--- src/rtl/integer_matrix_power_defines.svh ---
// ----------------------------------------------------------------------------
// integer_matrix_power_defines
// Assertion macros shared by the matrix power RTL.
// ----------------------------------------------------------------------------
`ifndef INTEGER_MATRIX_POWER_DEFINES_SVH
`define INTEGER_MATRIX_POWER_DEFINES_SVH

// same-cycle implication, sampled on clk, off during rst
`define IMP_ASSERT_NOW(name, ante, cons) \
  name: assert property (@(posedge clk) disable iff (rst) (ante) |-> (cons)) \
    else $error("%m: check failed");

// next-cycle implication, sampled on clk, off during rst
`define IMP_ASSERT_NEXT(name, ante, cons) \
  name: assert property (@(posedge clk) disable iff (rst) (ante) |=> (cons)) \
    else $error("%m: check failed");

`endif

--- src/rtl/imp_pkg.sv ---
// ----------------------------------------------------------------------------
// imp_pkg
// Types and constants shared by the matrix power controller and datapath.
// ----------------------------------------------------------------------------
`default_nettype none

package imp_pkg;

  localparam int DATA_W = 32;
  localparam int EXP_W  = 31;

  localparam logic       CMD_LOAD  = 1'b0;
  localparam logic       CMD_START = 1'b1;
  localparam logic [2:0] DIM_RESET = 3'd4;

  typedef enum logic [7:0] {
    ST_IDLE   = 8'b0000_0001,
    ST_INIT   = 8'b0000_0010,
    ST_CHECK  = 8'b0000_0100,
    ST_MAC    = 8'b0000_1000,
    ST_DRAIN  = 8'b0001_0000,
    ST_COPY   = 8'b0010_0000,
    ST_OUT_RD = 8'b0100_0000,
    ST_OUT_WR = 8'b1000_0000
  } imp_state_t;

  typedef struct packed {
    logic load_en;
    logic init_en;
    logic mac_en;
    logic mac_first;
    logic mac_last;
    logic sq_mode;
    logic copy_en;
    logic out_rd;
    logic out_load;
    logic out_last;
  } imp_cmd_t;

  typedef struct packed {
    logic pipe_busy;
    logic out_stall;
  } imp_stat_t;

endpackage

`default_nettype wire

--- src/rtl/imp_dp.sv ---
// ----------------------------------------------------------------------------
// imp_dp
// Matrix stores, shared multiply-accumulate pipeline and output register.
// ----------------------------------------------------------------------------
`default_nettype none
`include "integer_matrix_power_defines.svh"

module imp_dp import imp_pkg::*; #(
  parameter int MAX_DIM = 4,
  localparam int IDX_W  = (MAX_DIM > 1) ? $clog2(MAX_DIM) : 1,
  localparam int CELLS  = MAX_DIM * MAX_DIM,
  localparam int ADDR_W = (CELLS > 1) ? $clog2(CELLS) : 1
) (
  input  logic                     clk,
  input  logic                     rst,
  input  imp_cmd_t                 cmd,
  output imp_stat_t                stat,
  input  logic [IDX_W-1:0]         idx_i,
  input  logic [IDX_W-1:0]         idx_j,
  input  logic [IDX_W-1:0]         idx_k,
  input  logic [1:0]               ld_row,
  input  logic [1:0]               ld_col,
  input  logic signed [DATA_W-1:0] ld_value,
  input  logic                     out_ready,
  output logic                     out_valid,
  output logic [1:0]               out_row,
  output logic [1:0]               out_col,
  output logic signed [DATA_W-1:0] out_value,
  output logic                     out_last
);

  function automatic logic [ADDR_W-1:0] cell_addr(input int r, input int c);
    return ADDR_W'(r * MAX_DIM + c);
  endfunction

  logic [DATA_W-1:0] sq_mem  [CELLS];
  logic [DATA_W-1:0] run_mem [CELLS];
  logic [DATA_W-1:0] acc_mem [CELLS];
  logic [DATA_W-1:0] scr_mem [CELLS];

  logic [DATA_W-1:0] sq_rd, acc_rd, run_a_rd, run_b_rd, scr_rd;

  logic [ADDR_W-1:0] addr_ij, addr_ik, addr_kj, ld_addr, acc_raddr;
  logic              ld_ok;

  logic              init_d;
  logic [ADDR_W-1:0] init_addr;
  logic              cp_valid, cp_sq;
  logic [ADDR_W-1:0] cp_addr;

  logic              s1_valid, s1_first, s1_last, s1_sq;
  logic [ADDR_W-1:0] s1_addr;
  logic              s2_valid, s2_first, s2_last;
  logic [ADDR_W-1:0] s2_addr;
  logic [DATA_W-1:0] prod, sum, sum_next, lhs;
  logic [2*DATA_W-1:0] prod_full;

  assign addr_ij   = cell_addr(int'(idx_i), int'(idx_j));
  assign addr_ik   = cell_addr(int'(idx_i), int'(idx_k));
  assign addr_kj   = cell_addr(int'(idx_k), int'(idx_j));
  assign ld_addr   = cell_addr(int'(ld_row), int'(ld_col));
  assign ld_ok     = (int'(ld_row) < MAX_DIM) && (int'(ld_col) < MAX_DIM);
  assign acc_raddr = cmd.out_rd ? addr_ij : addr_ik;

  // loaded matrix
  always_ff @(posedge clk) begin
    if (cmd.load_en && ld_ok) begin
      sq_mem[ld_addr] <= ld_value;
    end
    if (cmd.init_en) begin
      sq_rd <= sq_mem[addr_ij];
    end
  end

  // accumulator: identity at start, products copied back from scratch
  always_ff @(posedge clk) begin
    if (cmd.init_en) begin
      acc_mem[addr_ij] <= (idx_i == idx_j) ? DATA_W'(1) : '0;
    end else if (cp_valid && !cp_sq) begin
      acc_mem[cp_addr] <= scr_rd;
    end
    if (cmd.mac_en || cmd.out_rd) begin
      acc_rd <= acc_mem[acc_raddr];
    end
  end

  // running square, two read ports for squaring
  always_ff @(posedge clk) begin
    if (init_d) begin
      run_mem[init_addr] <= sq_rd;
    end else if (cp_valid && cp_sq) begin
      run_mem[cp_addr] <= scr_rd;
    end
    if (cmd.mac_en) begin
      run_a_rd <= run_mem[addr_ik];
      run_b_rd <= run_mem[addr_kj];
    end
  end

  // product scratch
  always_ff @(posedge clk) begin
    if (s2_valid && s2_last) begin
      scr_mem[s2_addr] <= sum_next;
    end
    if (cmd.copy_en) begin
      scr_rd <= scr_mem[addr_ij];
    end
  end

  assign lhs       = s1_sq ? run_a_rd : acc_rd;
  assign prod_full = lhs * run_b_rd;
  assign sum_next  = s2_first ? prod : sum + prod;

  always_ff @(posedge clk) begin
    if (rst) begin
      init_d   <= 1'b0;
      cp_valid <= 1'b0;
      s1_valid <= 1'b0;
      s2_valid <= 1'b0;
    end else begin
      init_d   <= cmd.init_en;
      cp_valid <= cmd.copy_en;
      s1_valid <= cmd.mac_en;
      s2_valid <= s1_valid;
    end
  end

  always_ff @(posedge clk) begin
    init_addr <= addr_ij;
    cp_addr   <= addr_ij;
    cp_sq     <= cmd.sq_mode;
    s1_first  <= cmd.mac_first;
    s1_last   <= cmd.mac_last;
    s1_sq     <= cmd.sq_mode;
    s1_addr   <= addr_ij;
    s2_first  <= s1_first;
    s2_last   <= s1_last;
    s2_addr   <= s1_addr;
    prod      <= prod_full[DATA_W-1:0];
    if (s2_valid) begin
      sum <= sum_next;
    end
  end

  // output register
  always_ff @(posedge clk) begin
    if (rst) begin
      out_valid <= 1'b0;
    end else if (cmd.out_load) begin
      out_valid <= 1'b1;
    end else if (out_ready) begin
      out_valid <= 1'b0;
    end
  end

  always_ff @(posedge clk) begin
    if (cmd.out_load) begin
      out_row   <= 2'(idx_i);
      out_col   <= 2'(idx_j);
      out_value <= acc_rd;
      out_last  <= cmd.out_last;
    end
  end

  assign stat.pipe_busy = s1_valid | s2_valid | cp_valid | init_d;
  assign stat.out_stall = out_valid & ~out_ready;

  `IMP_ASSERT_NOW(a_copy_drained, cmd.copy_en, !s1_valid && !s2_valid)
  `IMP_ASSERT_NOW(a_out_room, cmd.out_load, !(out_valid && !out_ready))
  `IMP_ASSERT_NEXT(a_out_hold, out_valid && !out_ready, out_valid)

endmodule

`default_nettype wire

--- config.mk ---
export PLATFORM = sky130hd
export DESIGN_NAME = imp_dp
export DESIGN_NICKNAME = d
export VERILOG_FILES = /design/src/rtl/imp_pkg.sv /design/src/rtl/imp_dp.sv
export VERILOG_INCLUDE_DIRS = /design/src /design/src/rtl
export SDC_FILE = /design/constraint.sdc
export NUM_CORES = 2
export LEC_CHECK = 0
export BUFFER_PORTS_ARGS = -buffer_cell sky130_fd_sc_hd__buf_2
export CORE_UTILIZATION = 68
export CTS_BUF_LIST = sky130_fd_sc_hd__clkbuf_16
export CTS_CLUSTER_DIAMETER = 60
export DETAILED_ROUTE_END_ITERATION = 7
export PLACE_DENSITY = 0.82
export SETUP_SLACK_MARGIN = 0.5
export SLEW_MARGIN = 20
export SYNTH_ARGS = -nofsm -noshare
export SYNTH_HDL_FRONTEND = slang
export SYNTH_SLANG_ARGS = --single-unit
--- constraint.sdc ---
create_clock -name clk -period 15.1 [get_ports clk]
set_clock_uncertainty 0.2 [all_clocks]
set_input_delay 1.51 -clock clk [delete_from_list [all_inputs] [get_ports clk]]
set_output_delay 1.51 -clock clk [all_outputs]
set_load 0.02 [all_outputs]
==> run_results.csv <==
group,metric,value,unit
clocking,htreeDepth,4,
synthesis,ys_types,63,
drt,drt_wl_total,309,mm
final_layout,final_common_cell,"edfxtp_1",
critical_path,cp-startpoint,"s1_sq",
timing,finalHoldViolations,0,
worst_hold_path,worstHoldStart,"s1_first",
critical_path,critical_path_buf_inv_count,5,
drt,route.detailed.drc,0,
floorplan,fp.dieH,399,um
final_layout,syn2layout_area_growth,9.94,%
synthesis,syn_inst,5554,
critical_path,path_max_fanout,35,
critical_path,arrival,9410,ps
timing,layout_setup_ws,6190,ps
critical_path,end_kind,"flip-flop",
clocking,cts_root_buf,"clkbuf_16",
synthesis,seq_area_frac_synth,0.648,
place,dp_cells,7566,
synthesis,yosys.area_share.simple,0.0371,
drt,post_drt_wl_per_cell,38.7,um
grt,grt_pass1_wl,441,mm
final_layout,final_nets,6348,
run,cap_violations,0,
synthesis,synth-xor-area-share,0.00900,
final_layout,final_cell_mix,"edfxtp_1, mux4_2, inv_1",
synthesis,yosys_warnings,0,
timing,relSlewSlack,0.194,
timing,setup_tns,0,ps
power_and_ir_drop,powerDensity,246,mW/mm^2
synthesis,synth_edf_count,2277,
clocking,cts_buffers,216,
drt,vias_per_cell,7.40,
grt,grt_max_degree,133,
timing,rsz0062_at_grt,"no",
clocking,numClockSinks,2327,
synthesis,synth_top_family_by_area,"multiplexers",
floorplan,die-area,0.159,mm^2
place,dpl-instance-area,0.111,mm^2
clocking,cts_setup_buffers,0,
critical_path,cpMostUsedCell,"fa_1",
synthesis,syn_area,0.107,mm^2
synthesis,synthAdderAreaFrac,0.0945,
timing,drv_slew,0,
place,io_buffers,94,
grt,grt.total_usage,0.399,
synthesis,ys.flop_type,"edfxtp_1",
synthesis,synth.avg_cell_area,19.3,um^2
drt,drtIter0Drc,9250,
critical_path,cpMaxStageDelayCell,"dfxtp_2",
critical_path,required,15600,ps
grt,overflow,0,
floorplan,core,0.156,mm^2
timing,min_period,8910,ps
clocking,clk_path_buf_depth,3,
final_layout,finish.instance_area,0.118,mm^2
synthesis,ys_async_sr_fraction,0,
final_layout,stdcell_count,7985,
timing,finalSetupViolCount,0,
power_and_ir_drop,p_total,0.0289,W
drt,final_antenna_net_count,0,
synthesis,synth_mux_area_frac,0.175,
critical_path,r2r_start,"s1_sq",
timing,tightest_slew,1200,ps
synthesis,synth_compound_area_frac,0.0110,
timing,fmax,112,MHz
worst_hold_path,hold_path.class,"reg -> reg",
clocking,cts_resized,0,
power_and_ir_drop,vdd_drop_max,1.04,mV
floorplan,io_pins,95,
floorplan,rows,145,
clocking,cts.clk_slew.worst_paths,70,ps
timing,fin_crit_sh,0.590,
place,gp_congestion,0.904,
clocking,tritoncts,"built",
grt,grt_pass1_vias,60700,
drt,dr_total_vias,59100,
critical_path,start_kind,"flip-flop",
clocking,clk_latency,880,ps
critical_path,critPathKind,"reg -> reg",
floorplan,die_x,399,um
synthesis,ys_ff_latch,2327,
critical_path,cpLargestDelayFamily,"adder cells",
synthesis,syn-num-nets,6172,
grt,antenna_found_initial,31,
place,dp_hpwl,165,mm
critical_path,cpPeakStageDelay,1080,ps
place,pre_cts_ws,6280,ps
clocking,cts_hold_buf,0,
floorplan,initial_core_util,0.685,
final_layout,drive_gt1_frac,0.253,
power_and_ir_drop,p_leak,40.7,nW
status,outcome,"completed",
drt,first_pass_iters,8,
## cells in the mapped netlist (4+ instances only)
cell	n	area share
nand3_1	15	0.00070
xor2_1	31	0.0025
nor2b_1	12	0.00070
buf_2	6	0.00028
or2_2	4	0.00023
o31ai_1	6	0.00042
o211ai_1	4	0.00028
inv_1	425	0.015
xnor2_1	79	0.0065
nor3b_1	6	0.00042
a21o_1	24	0.0017
nand3b_1	4	0.00028
a21oi_1	36	0.0017
nand4_1	4	0.00023
mux2_2	65	0.0068
mux4_2	800	0.17
o21ai_1	10	0.00047
o21ai_0	43	0.0020
and2_1	301	0.018
a211oi_1	10	0.00070
dfxtp_1	50	0.0094
ha_1	154	0.018
clkbuf_1	217	0.0076
edfxtp_1	2277	0.64
o21bai_1	7	0.00049
o21a_1	5	0.00035
a31oi_1	7	0.00041
buf_1	58	0.0020
nor2_1	86	0.0030
nand2_1	323	0.011
fa_1	409	0.076
nor3_1	18	0.00084
nand2b_1	13	0.00076
## state kept, by name, indices dropped and copies added, names as in the netlist, 2 cells and up
signal     cells
sq_mem       512
out_row        2
sq_rd         32
out_col        2
scr_mem      512
out_value     32
sum           32
s2_addr        4
prod          32
run_a_rd      32
acc_rd        32
run_mem      512
acc_mem      512
s1_addr        4
run_b_rd      32
scr_rd        32
## kinds of logic after synthesis
| kind of cell | Yosys count |
|---|---|
| DFF | 2327 |
| muxes | 868 |
| and+or+nand+nor | 800 |
| buffers and inverters | 706 |
| adders and majority gates | 563 |
| AOI/OAI and AO/OA | 180 |
| xor gates and xnor gates | 110 |
## through the flow
stage / utilization / hold slack, ps
finish: 0.753 / 163
global route: 0.753 / 151
CTS: 0.753 / 153
detailed placement: 0.709 / 142
global placement: 0.709 / 117
floorplan: - / 110
## layer usage
layer  up-vias  GRT usage  wire length, um
li1      21900          -                -
met1     30300      0.525            99200
met2      5697      0.625           149000
met3      1184     0.0970            40400
met4        28      0.216            20400
met5         -          0              190
## final cells by class
| type | count | area [um^2] |
|---|---|---|
| fill | 7795 | 38500 |
| tap | 2058 | 2570 |
| clock inverter | 182 | 1460 |
| timing repair buffer | 239 | 1660 |
| antenna | 17 | 42.5 |
| sequential | 2327 | 69400 |
| clock buffer | 216 | 5410 |
| multi-input combinational | 2521 | 35600 |
| inverter | 425 | 1600 |
## final timing paths
kind	endpoint	slack [ps]	cells after the start
hold / removal	s2_first	160	0
setup reg to reg	prod[31]	6190	25
setup / recovery	prod[31]	6190	25
hold reg to reg	s2_first	160	0
## report_power, final
group	internal [W]	switching, W	leakage [nW]
clock network	0.00285	0.00259	3.53
registers	0.00783	0.000165	21.6
logic	0.00643	0.00908	15.6
(Power assumes the default switching activity.)
