<file path="config.mk">
export PLATFORM = sky130hd
export DESIGN_NAME = imp_ctrl
export DESIGN_NICKNAME = d
export VERILOG_FILES = /design/src/rtl/imp_pkg.sv /design/src/rtl/imp_ctrl.sv
export VERILOG_INCLUDE_DIRS = /design/src /design/src/rtl
export SDC_FILE = /design/constraint.sdc
export NUM_CORES = 1
export LEC_CHECK = 0
export BUFFER_PORTS_ARGS = -buffer_cell sky130_fd_sc_hd__buf_4
export CORE_AREA = 3 3 67 81
export DETAILED_ROUTE_END_ITERATION = 7
export DIE_AREA = 0 0 70 84
export GPL_ROUTABILITY_DRIVEN = 0
export PLACE_DENSITY = 0.87
export REMOVE_ABC_BUFFERS = 1
export SLEW_MARGIN = 20
export SYNTH_ARGS = -nofsm -noshare
export SYNTH_HDL_FRONTEND = slang
export SYNTH_SLANG_ARGS = --single-unit
export TNS_END_PERCENT = 100
</file>
<file path="constraint.sdc">
create_clock -name clk -period 3.4 [get_ports clk]
set_input_delay 0.17 -clock clk [delete_from_list [all_inputs] [get_ports clk]]
set_output_delay 0.17 -clock clk [all_outputs]
set_load 0.01 [all_outputs]
</file>
<file path="src/rtl/integer_matrix_power_defines.svh">
// ----------------------------------------------------------------------------
// integer_matrix_power_defines
// Assertion macros shared by the matrix power RTL.
// ----------------------------------------------------------------------------
`ifndef INTEGER_MATRIX_POWER_DEFINES_SVH
`define INTEGER_MATRIX_POWER_DEFINES_SVH

// same-cycle implication, sampled on clk, off during rst
`define IMP_ASSERT_NOW(name, ante, cons) \
  name: assert property (@(posedge clk) disable iff (rst) (ante) |-> (cons)) \
    else $error("%m: check failed");

// next-cycle implication, sampled on clk, off during rst
`define IMP_ASSERT_NEXT(name, ante, cons) \
  name: assert property (@(posedge clk) disable iff (rst) (ante) |=> (cons)) \
    else $error("%m: check failed");

`endif

</file>
<file path="src/rtl/imp_pkg.sv">
// ----------------------------------------------------------------------------
// imp_pkg
// Types and constants shared by the matrix power controller and datapath.
// ----------------------------------------------------------------------------
`default_nettype none

package imp_pkg;

  localparam int DATA_W = 32;
  localparam int EXP_W  = 31;

  localparam logic       CMD_LOAD  = 1'b0;
  localparam logic       CMD_START = 1'b1;
  localparam logic [2:0] DIM_RESET = 3'd4;

  typedef enum logic [7:0] {
    ST_IDLE   = 8'b0000_0001,
    ST_INIT   = 8'b0000_0010,
    ST_CHECK  = 8'b0000_0100,
    ST_MAC    = 8'b0000_1000,
    ST_DRAIN  = 8'b0001_0000,
    ST_COPY   = 8'b0010_0000,
    ST_OUT_RD = 8'b0100_0000,
    ST_OUT_WR = 8'b1000_0000
  } imp_state_t;

  typedef struct packed {
    logic load_en;
    logic init_en;
    logic mac_en;
    logic mac_first;
    logic mac_last;
    logic sq_mode;
    logic copy_en;
    logic out_rd;
    logic out_load;
    logic out_last;
  } imp_cmd_t;

  typedef struct packed {
    logic pipe_busy;
    logic out_stall;
  } imp_stat_t;

endpackage

`default_nettype wire

</file>
<file path="src/rtl/imp_ctrl.sv">
// ----------------------------------------------------------------------------
// imp_ctrl
// Sequencer for square-and-multiply: init, multiply passes, copy, readout.
// ----------------------------------------------------------------------------
`default_nettype none
`include "integer_matrix_power_defines.svh"

module imp_ctrl import imp_pkg::*; #(
  parameter int MAX_DIM = 4,
  localparam int IDX_W  = (MAX_DIM > 1) ? $clog2(MAX_DIM) : 1
) (
  input  logic             clk,
  input  logic             rst,
  input  logic             in_valid,
  output logic             in_ready,
  input  logic             in_cmd,
  input  logic [EXP_W-1:0] in_exponent,
  input  logic             cfg_we,
  input  logic [2:0]       cfg_wdata,
  output imp_cmd_t         cmd,
  input  imp_stat_t        stat,
  output logic [IDX_W-1:0] idx_i,
  output logic [IDX_W-1:0] idx_j,
  output logic [IDX_W-1:0] idx_k
);

  imp_state_t       state;
  logic [2:0]       dimension;
  logic [EXP_W-1:0] exp_left;
  logic [IDX_W-1:0] nlast, nlast_next;
  logic             phase_sq, mode;
  logic             ij_last;

  always_comb begin
    if (dimension == 3'd0) begin
      nlast_next = '0;
    end else if (int'(dimension) > MAX_DIM) begin
      nlast_next = IDX_W'(MAX_DIM - 1);
    end else begin
      nlast_next = IDX_W'(dimension - 3'd1);
    end
  end

  assign ij_last  = (idx_i == nlast) && (idx_j == nlast);
  assign in_ready = (state == ST_IDLE);

  always_comb begin
    cmd           = '0;
    cmd.load_en   = in_valid && in_ready && (in_cmd == CMD_LOAD);
    cmd.init_en   = (state == ST_INIT);
    cmd.mac_en    = (state == ST_MAC);
    cmd.mac_first = (idx_k == '0);
    cmd.mac_last  = (idx_k == nlast);
    cmd.sq_mode   = mode;
    cmd.copy_en   = (state == ST_COPY);
    cmd.out_rd    = (state == ST_OUT_RD);
    cmd.out_load  = (state == ST_OUT_WR) && !stat.out_stall;
    cmd.out_last  = ij_last;
  end

  always_ff @(posedge clk) begin
    if (rst) begin
      state     <= ST_IDLE;
      dimension <= DIM_RESET;
      exp_left  <= '0;
      nlast     <= '0;
      phase_sq  <= 1'b0;
      mode      <= 1'b0;
      idx_i     <= '0;
      idx_j     <= '0;
      idx_k     <= '0;
    end else begin
      if (cfg_we) begin
        dimension <= cfg_wdata;
      end
      unique case (state)
        ST_IDLE: begin
          if (in_valid && in_cmd == CMD_START) begin
            exp_left <= in_exponent;
            nlast    <= nlast_next;
            phase_sq <= 1'b0;
            idx_i    <= '0;
            idx_j    <= '0;
            state    <= ST_INIT;
          end
        end
        ST_INIT, ST_COPY: begin
          if (idx_j == nlast) begin
            idx_j <= '0;
            idx_i <= idx_i + 1'b1;
          end else begin
            idx_j <= idx_j + 1'b1;
          end
          if (ij_last) begin
            state <= ST_CHECK;
            if (state == ST_COPY) begin
              if (mode) begin
                exp_left <= exp_left >> 1;
                phase_sq <= 1'b0;
              end else begin
                phase_sq <= 1'b1;
              end
            end
          end
        end
        ST_CHECK: begin
          if (!stat.pipe_busy) begin
            idx_i <= '0;
            idx_j <= '0;
            idx_k <= '0;
            if (exp_left == '0) begin
              state <= ST_OUT_RD;
            end else begin
              // multiply into the accumulator first when the bit is set
              mode  <= !(!phase_sq && exp_left[0]);
              state <= ST_MAC;
            end
          end
        end
        ST_MAC: begin
          if (idx_k == nlast) begin
            idx_k <= '0;
            if (idx_j == nlast) begin
              idx_j <= '0;
              idx_i <= idx_i + 1'b1;
            end else begin
              idx_j <= idx_j + 1'b1;
            end
            if (ij_last) begin
              state <= ST_DRAIN;
            end
          end else begin
            idx_k <= idx_k + 1'b1;
          end
        end
        ST_DRAIN: begin
          if (!stat.pipe_busy) begin
            idx_i <= '0;
            idx_j <= '0;
            state <= ST_COPY;
          end
        end
        ST_OUT_RD: begin
          state <= ST_OUT_WR;
        end
        ST_OUT_WR: begin
          if (!stat.out_stall) begin
            if (ij_last) begin
              state <= ST_IDLE;
            end else begin
              if (idx_j == nlast) begin
                idx_j <= '0;
                idx_i <= idx_i + 1'b1;
              end else begin
                idx_j <= idx_j + 1'b1;
              end
              state <= ST_OUT_RD;
            end
          end
        end
        default: begin
          state <= ST_IDLE;
        end
      endcase
    end
  end

  `IMP_ASSERT_NOW(a_mac_exp, state == ST_MAC, exp_left != '0)
  `IMP_ASSERT_NOW(a_mac_idx, state == ST_MAC, idx_i <= nlast && idx_j <= nlast && idx_k <= nlast)
  `IMP_ASSERT_NEXT(a_out_done, cmd.out_load && ij_last, state == ST_IDLE)

endmodule

`default_nettype wire

</file>
==> qor.txt, run 1 <==
YOSYS
---------------------------------------------------------------------------------
Cell variety after synth                                                       48
Synth async-reset ratio                                                         0
Main combinational cell family by area after synthesis               simple AND/OR/NAND/NOR gates
Mean post-synth cell area                                              8.660 um^2
Area fraction in compound gates after synthesis                            0.1804
Post-synthesis sequential area ratio                                       0.3780
Library cell occupying the most area in the post-synthesis netlist   sky130_fd_sc_hd__dfxtp_1
Adder-cell share of the synthesized area                                  0.01272
Synthesized-area fraction occupied by and/or/nand/nor cells                0.2217
Syn Inst Count                                                                318
Area share of the largest cell type after synthesis                        0.3780
Area contributors post-synth                                         sky130_fd_sc_hd__dfxtp_1, sky130_fd_sc_hd__mux2i_1, sky130_fd_sc_hd__a211oi_1
Multiplexer share of the synthesized area                                  0.1272
Total of warnings raised by yosys                                               0
Xor and xnor area share after synthesis                                   0.02226
Post-synth EDFFs                                                                0
Cell area after synthesis                                               2754 um^2
Main synth FF type                                                   sky130_fd_sc_hd__dfxtp_1
Total of flip-flops plus latches after synthesis                               52

FINAL LAYOUT
---------------------------------------------------------------------------------
Antenna fix cells                                                               0
Non-Filler Cell Area, Final                                             3246 um^2
Finished Layout Cells                                                         418
Net count reported at finish                                                  403
Layout Area Growth over Synthesis                                          17.86%
Fraction of final layout cells sized beyond drive strength 1               0.1972
Final core area utilization                                                0.6962

GLOBAL ROUTING
---------------------------------------------------------------------------------
Pin count of the biggest net entering global routing                           62
Number of antenna violations at the first check in global routing               0
Global-route usage over all layers                                         0.2130
Overall overflow remaining after global route                                   0
Global-route wire length before repair                                   10.62 mm
Via count of the first global-routing pass                                  2,365

PLACEMENT
---------------------------------------------------------------------------------
Instance area at placement                                              3164 um^2
Placed cell count                                                             411
Count of buffers inserted at the top-level ports                               57
Estimated wirelength of the detail-placed design                         4.471 mm

CTS
---------------------------------------------------------------------------------
Count of clock tree sinks                                                      52
Worst-path clk slew                                                       0.09 ns
Clock buffer count from CTS                                                     5
Number of buffers between clock root and the deepest sink                       2
H-Tree Level Count                                                              2
Setup fix buffers added after clock tree synthesis                              0
Clock latency on the worst-skew pair                                      0.30 ns
Clock Root Buffer                                                    sky130_fd_sc_hd__clkbuf_8
CTS tree                                                                     done
Cts-stage hold buffer count                                                     0
Count of cells resized by post-cts repair                                       0

PWR
---------------------------------------------------------------------------------
Leak pwr                                                                 1.463 nW
Maximum ir drop on the vdd rail                                         0.3811 mV
Power density cells                                                  541.4 nW/um^2
Final Power                                                              1.757 mW

WORST HOLD PATH
---------------------------------------------------------------------------------
Path class of the lowest-slack min-delay path                        primary input to flip-flop

WORST SETUP PATH
---------------------------------------------------------------------------------
Master of the slowest instance on the critical path                  sky130_fd_sc_hd__buf_4
Worst path bufs/invs                                                            1
Cell-by-cell trace of the critical path                              nor4_4 -> nand4_1 -> o31ai_4 -> buf_4 -> nor2_1 -> a211oi_1
Highest fanout seen on the critical path                                       61
Critical setup path kind                                             flip-flop to flip-flop
Critical Path AT                                                          2.55 ns
Largest stage delay on the critical path                                  0.49 ns
Element type at the critical path start                                 flip-flop
Delay-heaviest family, CP                                            simple AND/OR/NAND/NOR gates
Required @ worst endpoint                                                 3.60 ns
CP Capture Type                                                         flip-flop

TIMING
---------------------------------------------------------------------------------
Max-slew violations                                                             0
Clock Skew                                                            0.009225 ns
Shortest clock period the worst path allows after layout                 2.348 ns
Setup repair after global routing missed its margin                            no
Slew at the pin with the worst max-slew slack                           0.7006 ns
Worst slew slack as a fraction of its limit                                0.5329
Final hold violations                                                           0
Max Clk Rate                                                           0.4259 GHz
Min Hold Slack                                                         0.07718 ns
Fraction of the cycle the final worst path needs                           0.6906
Setup Viol. Count Final                                                         0

ROUTE
---------------------------------------------------------------------------------
Met2 layer wire length in the routed design                              2.962 mm
Vias after detailed routing                                                 2,497
Via count normalized by instance count                                      5.974
Iteration count of the initial detailed-routing pass                            4
Met3 wirelength from detailed routing                                      364 um
Routed met1 length                                                       2.723 mm
Initial detailed-routing violation count                                      200
DRC violation count after routing                                               0
Total routed wirelength                                                  6.108 mm
Top Metal Used                                                               met4
DR WL/cell                                                               14.61 um
Post-route ant nets                                                             0

FLOORPLAN
---------------------------------------------------------------------------------
Core footprint                                                          4662 um^2
Die area                                                                5880 um^2
I/O pin count                                                                  58
Overall die width                                                           70 um
Effective utilization at floorplan                                         0.5907
Site row count                                                                 27
Die Ht                                                                      84 um

RUN
---------------------------------------------------------------------------------
Max-capacitance violation count                                                 0

OUTCOME
---------------------------------------------------------------------------------
Run status                                                           finished, final reports clean

## final cells by class
| cell class | count | area (um^2) |
|---|---|---|
| Fill cell | 398 | 1416 |
| Sequential cell | 52 | 1041 |
| Clock buffer | 5 | 68.82 |
| Clock inverter | 2 | 12.51 |
| Multi-Input combinational cell | 230 | 1563 |
| Tap cell | 58 | 72.57 |
| Timing Repair Buffer | 59 | 442.9 |
| Inverter | 12 | 45.04 |
## flip-flops by register name, summed over array words and instances, names as in the netlist, 2 cells and up
signal     flops
nlast          2
state          8
idx_k          2
idx_j          2
dimension      3
exp_left      31
idx_i          2
## path summary, 6_finish.rpt
path / start / end / slack [ns] / cells past startpoint
setup / recovery: state[2]$_SDFFE_PP0P_ / exp_left[8]$_SDFFE_PP0P_ / 1.05 / 6
hold / removal: cfg_wdata[2] / dimension[2]$_SDFFE_PP1P_ / 0.08 / 3
setup reg to reg: state[2]$_SDFFE_PP0P_ / exp_left[8]$_SDFFE_PP0P_ / 1.05 / 6
hold reg to reg: dimension[1]$_SDFFE_PP0P_ / dimension[1]$_SDFFE_PP0P_ / 0.50 / 2
## cells in the mapped netlist, types with 3 or more instances
master                      n
sky130_fd_sc_hd__a211oi_1  33
sky130_fd_sc_hd__a21oi_1   12
sky130_fd_sc_hd__and3_1     5
sky130_fd_sc_hd__buf_2      7
sky130_fd_sc_hd__clkbuf_1  12
sky130_fd_sc_hd__dfxtp_1   52
sky130_fd_sc_hd__inv_1     12
sky130_fd_sc_hd__mux2i_1   35
sky130_fd_sc_hd__nand2_1    9
sky130_fd_sc_hd__nand3_1    5
sky130_fd_sc_hd__nand4_1    5
sky130_fd_sc_hd__nor2_1    45
sky130_fd_sc_hd__nor2b_1    3
sky130_fd_sc_hd__nor3_1     9
sky130_fd_sc_hd__nor4_1    10
sky130_fd_sc_hd__o211ai_1   4
sky130_fd_sc_hd__o21ai_0   12
sky130_fd_sc_hd__or3_1      4
sky130_fd_sc_hd__xor2_1     7
## per-layer routing
layer  vias up  GRT usage
met4         0    0.05052
met1      1150     0.2721
li1       1260          -
met2        80     0.3654
met3         7    0.04337
met5         -          0
## power breakdown
part / total [mW] / switching (mW) / internal (mW)
Clock: 0.338 / 0.198 / 0.140
Sequential: 0.803 / 0.0979 / 0.706
Combinational: 0.616 / 0.339 / 0.277
Total: 1.76 / 0.635 / 1.12
## worst min-delay path, delay by kind of cell
family / cells / cell delay, ns
AO/OA/AOI/OAI: 1 / 0.07
AND/OR/NAND/NOR: 1 / 0.04
buffers and inverters: 1 / 0.08
## cell usage in the layout (no fill, tap or decap), types with 3 or more instances in the layout
master                     count
sky130_fd_sc_hd__and3_1        5
sky130_fd_sc_hd__mux2i_1      35
sky130_fd_sc_hd__nand3_1       5
sky130_fd_sc_hd__nand4_1       5
sky130_fd_sc_hd__xor2_1        7
sky130_fd_sc_hd__a211oi_1     33
sky130_fd_sc_hd__inv_1        12
sky130_fd_sc_hd__nor2b_1       3
sky130_fd_sc_hd__buf_4        59
sky130_fd_sc_hd__o21ai_0      12
sky130_fd_sc_hd__or3_1         4
sky130_fd_sc_hd__o211ai_1      4
sky130_fd_sc_hd__dfxtp_1      52
sky130_fd_sc_hd__nor4_1       10
sky130_fd_sc_hd__a21oi_1      12
sky130_fd_sc_hd__clkbuf_8      5
sky130_fd_sc_hd__nand2_1       9
sky130_fd_sc_hd__nor3_1        9
sky130_fd_sc_hd__nor2_1       45
## per-stage QoR
stage               setup slack [ns]  setup TNS (ns)
finish                         1.052               0
global route                  0.8035               0
CTS                            1.013               0
detailed placement             1.054               0
global placement               1.191               0
floorplan                   -0.02842        -0.02842
## cell families (layout without fill, tap and decap cells)
kind of cell	count (synthesis)	after routing
compound gates	72	72
xor+xnor	7	7
fa+ha+maj	3	3
buf+inv	36	78
flops	52	52
mux	35	35
simple gates	113	113
Power figures use the tool's default switching activity.
==> inputs of run 2 (changes only) <==
--- a/config.mk
+++ b/config.mk
@@ -7,11 +7,11 @@
 export NUM_CORES = 1
 export LEC_CHECK = 0
 export BUFFER_PORTS_ARGS = -buffer_cell sky130_fd_sc_hd__buf_4
-export CORE_AREA = 3 3 67 81
+export CORE_AREA = 3 3 70 85
 export DETAILED_ROUTE_END_ITERATION = 7
-export DIE_AREA = 0 0 70 84
+export DIE_AREA = 0 0 73 88
 export GPL_ROUTABILITY_DRIVEN = 0
-export PLACE_DENSITY = 0.87
+export PLACE_DENSITY = 0.81
 export REMOVE_ABC_BUFFERS = 1
 export SLEW_MARGIN = 20
 export SYNTH_ARGS = -nofsm -noshare
==> constraint.sdc (replaced) <==
create_clock -name clk -period 2.4 [get_ports clk]
set_input_delay 0.12 -clock clk [delete_from_list [all_inputs] [get_ports clk]]
set_output_delay 0.12 -clock clk [all_outputs]
set_load 0.01 [all_outputs]
==> qor.txt, run 2 (synthesized netlist as in run 1, its figures left out) <==
OUTCOME
--------------------------------------------------------------------------------
Run status                                                          finished, final reports clean   unchanged

FLOORPLAN
--------------------------------------------------------------------------------
Core footprint                                                         5261 um^2   was 4662 um^2
Die area                                                               6424 um^2   was 5880 um^2
I/O pin count                                                                 58   unchanged
Effective utilization at floorplan                                        0.5234   was 0.5907
Overall die width                                                          73 um   was 70 um
Site row count                                                                29   was 27
Die Ht                                                                     88 um   was 84 um

FINAL LAYOUT
--------------------------------------------------------------------------------
Flip-flop count of the largest register after layout                          31   unchanged
Fraction of final layout cells sized beyond drive strength 1              0.2033   was 0.1972
Layout Area Growth over Synthesis                                         19.90%   was 17.86%
Most frequent cells in the layout                                   sky130_fd_sc_hd__buf_4, sky130_fd_sc_hd__dfxtp_1, sky130_fd_sc_hd__nor2_1   unchanged
Reg with most FFs                                                       exp_left   unchanged
Net count reported at finish                                                 407   was 403
Non-Filler Cell Area, Final                                            3302 um^2   was 3246 um^2
Layout filler cell count                                                     462   was 398
Regs by FF count                                                    exp_left: 31 flops, state: 8 flops, dimension: 3 flops   unchanged
Antenna fix cells                                                              0   unchanged
Commonest non-fill, non-tap cell in the layout                      sky130_fd_sc_hd__buf_4   unchanged

ROUTE
--------------------------------------------------------------------------------
Initial detailed-routing violation count                                     164   was 200
Total routed wirelength                                                 6.204 mm   was 6.108 mm
Post-route ant nets                                                            0   unchanged
Vias after detailed routing                                                2,517   was 2,497
Iteration count of the initial detailed-routing pass                           5   was 4
DRC violation count after routing                                              0   unchanged
Via count normalized by instance count                                     5.908   was 5.974
DR WL/cell                                                              14.56 um   was 14.61 um

TIMING
--------------------------------------------------------------------------------
Slew at the pin with the worst max-slew slack                          0.6140 ns   was 0.7006 ns
Max Clk Rate                                                          0.4779 GHz   was 0.4259 GHz
Setup Viol. Count Final                                                        0   unchanged
Final hold violations                                                          0   unchanged
Clock Skew                                                           0.008797 ns   was 0.009225 ns
Fraction of the cycle the final worst path needs                          0.8719   was 0.6906
Max-slew violations                                                            0   unchanged
Min Hold Slack                                                        0.02374 ns   was 0.07718 ns
Worst slew slack as a fraction of its limit                               0.5907   was 0.5329
Setup repair after global routing missed its margin                           no   unchanged
Shortest clock period the worst path allows after layout                2.093 ns   was 2.348 ns

WORST SETUP PATH
--------------------------------------------------------------------------------
Cell-by-cell trace of the critical path                             nor4_1 -> nand4b_1 -> o31ai_4 -> buf_12 -> nor2_1 -> a211oi_1   was nor4_4 -> nand4_1 -> o31ai_4 -> buf_4 -> nor2_1 -> a211oi_1
Required @ worst endpoint                                                2.62 ns   was 3.60 ns
Element type at the critical path start                                flip-flop   unchanged
Critical Path AT                                                         2.31 ns   was 2.55 ns
CP Capture Type                                                        flip-flop   unchanged
Critical setup path kind                                            flip-flop to flip-flop   unchanged
Master of the slowest instance on the critical path                 sky130_fd_sc_hd__dfxtp_1   was sky130_fd_sc_hd__buf_4
Highest fanout seen on the critical path                                      61   unchanged
Largest stage delay on the critical path                                 0.41 ns   was 0.49 ns

CTS
--------------------------------------------------------------------------------
H-Tree Level Count                                                             2   unchanged
Count of clock tree sinks                                                     52   unchanged
CTS tree                                                                    done   unchanged
Setup fix buffers added after clock tree synthesis                             0   unchanged
Number of buffers between clock root and the deepest sink                      2   unchanged
Count of cells resized by post-cts repair                                      0   unchanged
Clock latency on the worst-skew pair                                     0.31 ns   was 0.30 ns
Clock Root Buffer                                                   sky130_fd_sc_hd__clkbuf_8   unchanged
Cts-stage hold buffer count                                                    0   unchanged
Clock buffer count from CTS                                                    5   unchanged
Worst-path clk slew                                                      0.09 ns   about the same

RUN
--------------------------------------------------------------------------------
Max-capacitance violation count                                                0   unchanged

WORST HOLD PATH
--------------------------------------------------------------------------------
Path class of the lowest-slack min-delay path                       primary input to flip-flop   unchanged

PLACEMENT
--------------------------------------------------------------------------------
Count of buffers inserted at the top-level ports                              57   unchanged
Instance area at placement                                             3224 um^2   was 3164 um^2
Estimated wirelength of the detail-placed design                        4.531 mm   was 4.471 mm

GLOBAL ROUTING
--------------------------------------------------------------------------------
Global-route wire length before repair                                  10.49 mm   was 10.62 mm
Global-route usage over all layers                                        0.2014   was 0.2130
Pin count of the biggest net entering global routing                          62   unchanged
Overall overflow remaining after global route                                  0   unchanged
Via count of the first global-routing pass                                 2,299   was 2,365
Number of antenna violations at the first check in global routing              0   unchanged

PWR
--------------------------------------------------------------------------------
Power density cells                                                 764.8 nW/um^2   was 541.4 nW/um^2
Leak pwr                                                                1.492 nW   was 1.463 nW
Maximum ir drop on the vdd rail                                        0.5028 mV   was 0.3811 mV

[run 2: cell types whose count changed in the layout (fill, tap and decap cells not counted), sizes merged]
cell,change
buf,+4
clkbuf,+1
clkinvlp,-1
[run 2: power breakdown]
part           leakage, nW  switching, mW  total (mW)  internal [mW]
clock               0.0410          0.276       0.475          0.199
combinational         1.03          0.485       0.911          0.426
sequential           0.425          0.140        1.14          0.999
[run 2: critical path, delay by kind of cell (launching register included)]
kind,cells,cell delay (ns)
flops,1,0.41
simple gates,3,0.74
compound gates,2,0.56
buf+inv,1,0.28
[run 2: stage by stage]
step	power [mW]	util	std cells	setup WS [ns]	TNS, ns
floorplan	1.763	-	294	-1.028	-38.25
global route	2.695	0.6276	426	0.05409	0
detailed placement	2.067	0.6128	419	0.3019	0
finish	2.525	0.6276	426	0.3074	0
CTS	2.542	0.6276	426	0.2907	0
global placement	2.041	0.6128	419	0.3699	0
[run 2: per-layer routing]
metal / vias up / track usage / share of wire
met4: 0 / 0.07047 / 0.016
met5: - / 0 / 0
met3: 9 / 0.03789 / 0.071
met1: 1151 / 0.2654 / 0.44
met2: 93 / 0.3271 / 0.47
li1: 1264 / - / -
[run 2: final cells by class]
| class | instances | area [um^2] | share of cell area |
|---|---|---|---|
| Multi-Input combinational cell | 230 | 1563 | 0.4733 |
| Clock buffer | 6 | 72.57 | 0.02198 |
| Clock inverter | 1 | 5.005 | 0.001516 |
| Inverter | 12 | 45.04 | 0.01364 |
| Sequential cell | 52 | 1041 | 0.3153 |
| Tap cell | 62 | 77.57 | 0.02349 |
| Timing Repair Buffer | 63 | 498.0 | 0.1508 |
[run 2: final timing paths]
path / slack [ns] / startpoint / depth (start not counted) / to
worst min register to register: 0.51 / phase_sq$_SDFFE_PP0P_ / 2 / phase_sq$_SDFFE_PP0P_
worst max register to register: 0.31 / state[0]$_SDFFE_PP1P_ / 6 / exp_left[6]$_SDFFE_PP0P_
worst min-delay path: 0.02 / cfg_wdata[2] / 3 / dimension[2]$_SDFFE_PP1P_
worst max-delay path: 0.31 / state[0]$_SDFFE_PP1P_ / 6 / exp_left[6]$_SDFFE_PP0P_
==> inputs of run 3 (changes only) <==
--- a/config.mk
+++ b/config.mk
@@ -12,7 +12,6 @@
 export DIE_AREA = 0 0 73 88
 export GPL_ROUTABILITY_DRIVEN = 0
 export PLACE_DENSITY = 0.81
-export REMOVE_ABC_BUFFERS = 1
 export SLEW_MARGIN = 20
 export SYNTH_ARGS = -nofsm -noshare
 export SYNTH_HDL_FRONTEND = slang
==> qor.txt, run 3 (synthesized netlist as in run 1, its figures left out) <==
ROUTE
--------------------------------------------------------------------------------
Initial detailed-routing violation count                                     127   was 164
Via count normalized by instance count                                     5.892   was 5.908
Iteration count of the initial detailed-routing pass                           4   was 5
DRC violation count after routing                                              0   unchanged
DR WL/cell                                                              14.99 um   was 14.56 um
Post-route ant nets                                                            0   unchanged
Total routed wirelength                                                 6.370 mm   was 6.204 mm
Vias after detailed routing                                                2,504   was 2,517

PWR
--------------------------------------------------------------------------------
Power density cells                                                 802.1 nW/um^2   was 764.8 nW/um^2
Maximum ir drop on the vdd rail                                        0.4952 mV   was 0.5028 mV
Final Power                                                             2.666 mW   was 2.525 mW
Leak pwr                                                                1.497 nW   was 1.492 nW

GLOBAL ROUTING
--------------------------------------------------------------------------------
Overall overflow remaining after global route                                  0   unchanged
Number of antenna violations at the first check in global routing              0   unchanged
Global-route wire length before repair                                  10.63 mm   was 10.49 mm
Global-route track usage on met3                                         0.03904   was 0.03789
Global routing usage on met2                                              0.3507   was 0.3271
Pin count of the biggest net entering global routing                          62   unchanged
Most crowded layer after global routing                                     met2   unchanged
Met1 routing resource usage after global routing                          0.2618   was 0.2654
Via count of the first global-routing pass                                 2,337   was 2,299
Global-route usage over all layers                                        0.2078   was 0.2014

CTS
--------------------------------------------------------------------------------
Cts-stage hold buffer count                                                    0   unchanged
Count of cells resized by post-cts repair                                      0   unchanged
Clock Root Buffer                                                   sky130_fd_sc_hd__clkbuf_8   unchanged
CTS tree                                                                    done   unchanged
Clock latency on the worst-skew pair                                     0.31 ns   about the same
Setup fix buffers added after clock tree synthesis                             0   unchanged
Count of clock tree sinks                                                     52   unchanged
Worst-path clk slew                                                      0.11 ns   was 0.09 ns
H-Tree Level Count                                                             2   unchanged
Number of buffers between clock root and the deepest sink                      2   unchanged
Clock buffer count from CTS                                                    5   unchanged

RUN
--------------------------------------------------------------------------------
Max-capacitance violation count                                                0   unchanged

FLOORPLAN
--------------------------------------------------------------------------------
Die Ht                                                                     88 um   unchanged
Core footprint                                                         5261 um^2   unchanged
Die area                                                               6424 um^2   unchanged
Effective utilization at floorplan                                        0.5234   unchanged
Site row count                                                                29   unchanged
Overall die width                                                          73 um   unchanged
I/O pin count                                                                 58   unchanged

YOSYS
--------------------------------------------------------------------------------
Number of nets produced by synthesis                                         361

FINAL LAYOUT
--------------------------------------------------------------------------------
Net count reported at finish                                                 405   was 407
Layout filler cell count                                                     458   was 462
Reg with most FFs                                                       exp_left   unchanged
Regs by FF count                                                    exp_left: 31 flops, state: 8 flops, dimension: 3 flops   unchanged
Antenna fix cells                                                              0   unchanged
Fraction of final layout cells sized beyond drive strength 1              0.2039   was 0.2033
Layout Area Growth over Synthesis                                         20.72%   was 19.90%
Final core area utilization                                               0.6319   was 0.6276
Flip-flop count of the largest register after layout                          31   unchanged
Commonest non-fill, non-tap cell in the layout                      sky130_fd_sc_hd__buf_4   unchanged
Most frequent cells in the layout                                   sky130_fd_sc_hd__buf_4, sky130_fd_sc_hd__dfxtp_1, sky130_fd_sc_hd__nor2_1   unchanged

TIMING
--------------------------------------------------------------------------------
Total Neg Setup Slack                                                       0 ns   unchanged
Setup Viol. Count Final                                                        0   unchanged
Max Clk Rate                                                          0.4751 GHz   was 0.4779 GHz
Slew at the pin with the worst max-slew slack                          0.5124 ns   was 0.6140 ns
Clock Skew                                                            0.01382 ns   was 0.008797 ns
Fraction of the cycle the final worst path needs                          0.8771   was 0.8719
Final hold violations                                                          0   unchanged
Shortest clock period the worst path allows after layout                2.105 ns   was 2.093 ns
Worst slew slack as a fraction of its limit                               0.6584   was 0.5907
Setup repair after global routing missed its margin                           no   unchanged
Max-slew violations                                                            0   unchanged

WORST SETUP PATH
--------------------------------------------------------------------------------
Critical Path Source                                                state[5]$_SDFFE_PP0P_   was state[0]$_SDFFE_PP1P_
Critical Path AT                                                         2.34 ns   was 2.31 ns
Required @ worst endpoint                                                2.63 ns   was 2.62 ns
R2r worst-path depth                                                           6   unchanged
Critical setup path kind                                            flip-flop to flip-flop   unchanged
Element type at the critical path start                                flip-flop   unchanged
Reg2reg end                                                         exp_left[30]$_SDFFE_PP0P_   was exp_left[6]$_SDFFE_PP0P_
Highest fanout seen on the critical path                                      61   unchanged
CP Capture Type                                                        flip-flop   unchanged
Crit Reg-Reg Startpoint                                             state[5]$_SDFFE_PP0P_   was state[0]$_SDFFE_PP1P_
Register-to-register path setup slack                                    0.30 ns   was 0.31 ns
Worst Setup EP                                                      exp_left[30]$_SDFFE_PP0P_   was exp_left[6]$_SDFFE_PP0P_

WORST HOLD PATH
--------------------------------------------------------------------------------
Path class of the lowest-slack min-delay path                       primary input to flip-flop   unchanged

PLACEMENT
--------------------------------------------------------------------------------
Count of buffers inserted at the top-level ports                              57   unchanged
Estimated wirelength of the detail-placed design                        4.528 mm   was 4.531 mm

OUTCOME
--------------------------------------------------------------------------------
Run status                                                          finished, final reports clean   unchanged

run 3: cell types whose count changed in the layout (fill, tap and decap cells not counted):
cell / change
sky130_fd_sc_hd__buf_4: -2
sky130_fd_sc_hd__bufinv_16: +1
sky130_fd_sc_hd__clkbuf_1: -1
sky130_fd_sc_hd__clkinv_2: -1
sky130_fd_sc_hd__clkinvlp_4: +1
sky130_fd_sc_hd__inv_6: +1
run 3: layout make-up:
cell class                      count  area (um^2)  share of cell area
Clock buffer                        5        68.82             0.02070
Clock inverter                      3        46.29             0.01393
Inverter                           12        45.04             0.01355
Multi-Input combinational cell    230         1563              0.4701
Sequential cell                    52         1041              0.3131
Tap cell                           62        77.57             0.02333
Timing Repair Buffer               61        483.0              0.1453
run 3: worst min-delay path by stage:
stage	startpoint	end	slack (ns)	depth (start not counted)
final	cfg_wdata[2]	dimension[2]$_SDFFE_PP1P_	0.02	3
after global routing	cfg_we	dimension[2]$_SDFFE_PP1P_	0.04	2
after CTS	cfg_wdata[2]	dimension[2]$_SDFFE_PP1P_	0.02	3
after detailed placement	cfg_wdata[2]	dimension[2]$_SDFFE_PP1P_	0.34	3
after global placement	cfg_wdata[2]	dimension[2]$_SDFFE_PP1P_	0.34	3
after floorplan	cfg_we	dimension[2]$_SDFFE_PP1P_	0.24	1
run 3: stage by stage:
stage | std cells | instance area [um^2] | setup WS, ns | hold WS, ns
finish | 425 | 3324 | 0.2950 | 0.02156
global route | 425 | 3324 | 0.06229 | 0.03866
CTS | 425 | 3324 | 0.3200 | 0.02034
detailed placement | 417 | 3209 | 0.3479 | 0.3406
global placement | 417 | 3209 | 0.4066 | 0.3366
floorplan | 318 | 2754 | 0.4512 | 0.2359
run 3: routing by layer:
layer | share of wire | vias to the layer above
li1 | - | 1270
met1 | 0.42 | 1150
met2 | 0.50 | 76
met3 | 0.059 | 8
met4 | 0.015 | 0
met5 | 0 | -
run 3: power breakdown:
part,internal (mW),switching (mW),leakage (nW)
Combinational,0.419,0.486,1.02
Clock,0.315,0.304,0.0548
Sequential,0.999,0.144,0.425
run 3: worst max-delay path, cell delays in order, from the launching register on:
cell	delay [ns]
sky130_fd_sc_hd__dfxtp_1	0.42
sky130_fd_sc_hd__nor4_4	0.40
sky130_fd_sc_hd__nand4_1	0.40
sky130_fd_sc_hd__o31ai_4	0.18
sky130_fd_sc_hd__buf_12	0.27
sky130_fd_sc_hd__nand3_1	0.14
sky130_fd_sc_hd__a21oi_1	0.18
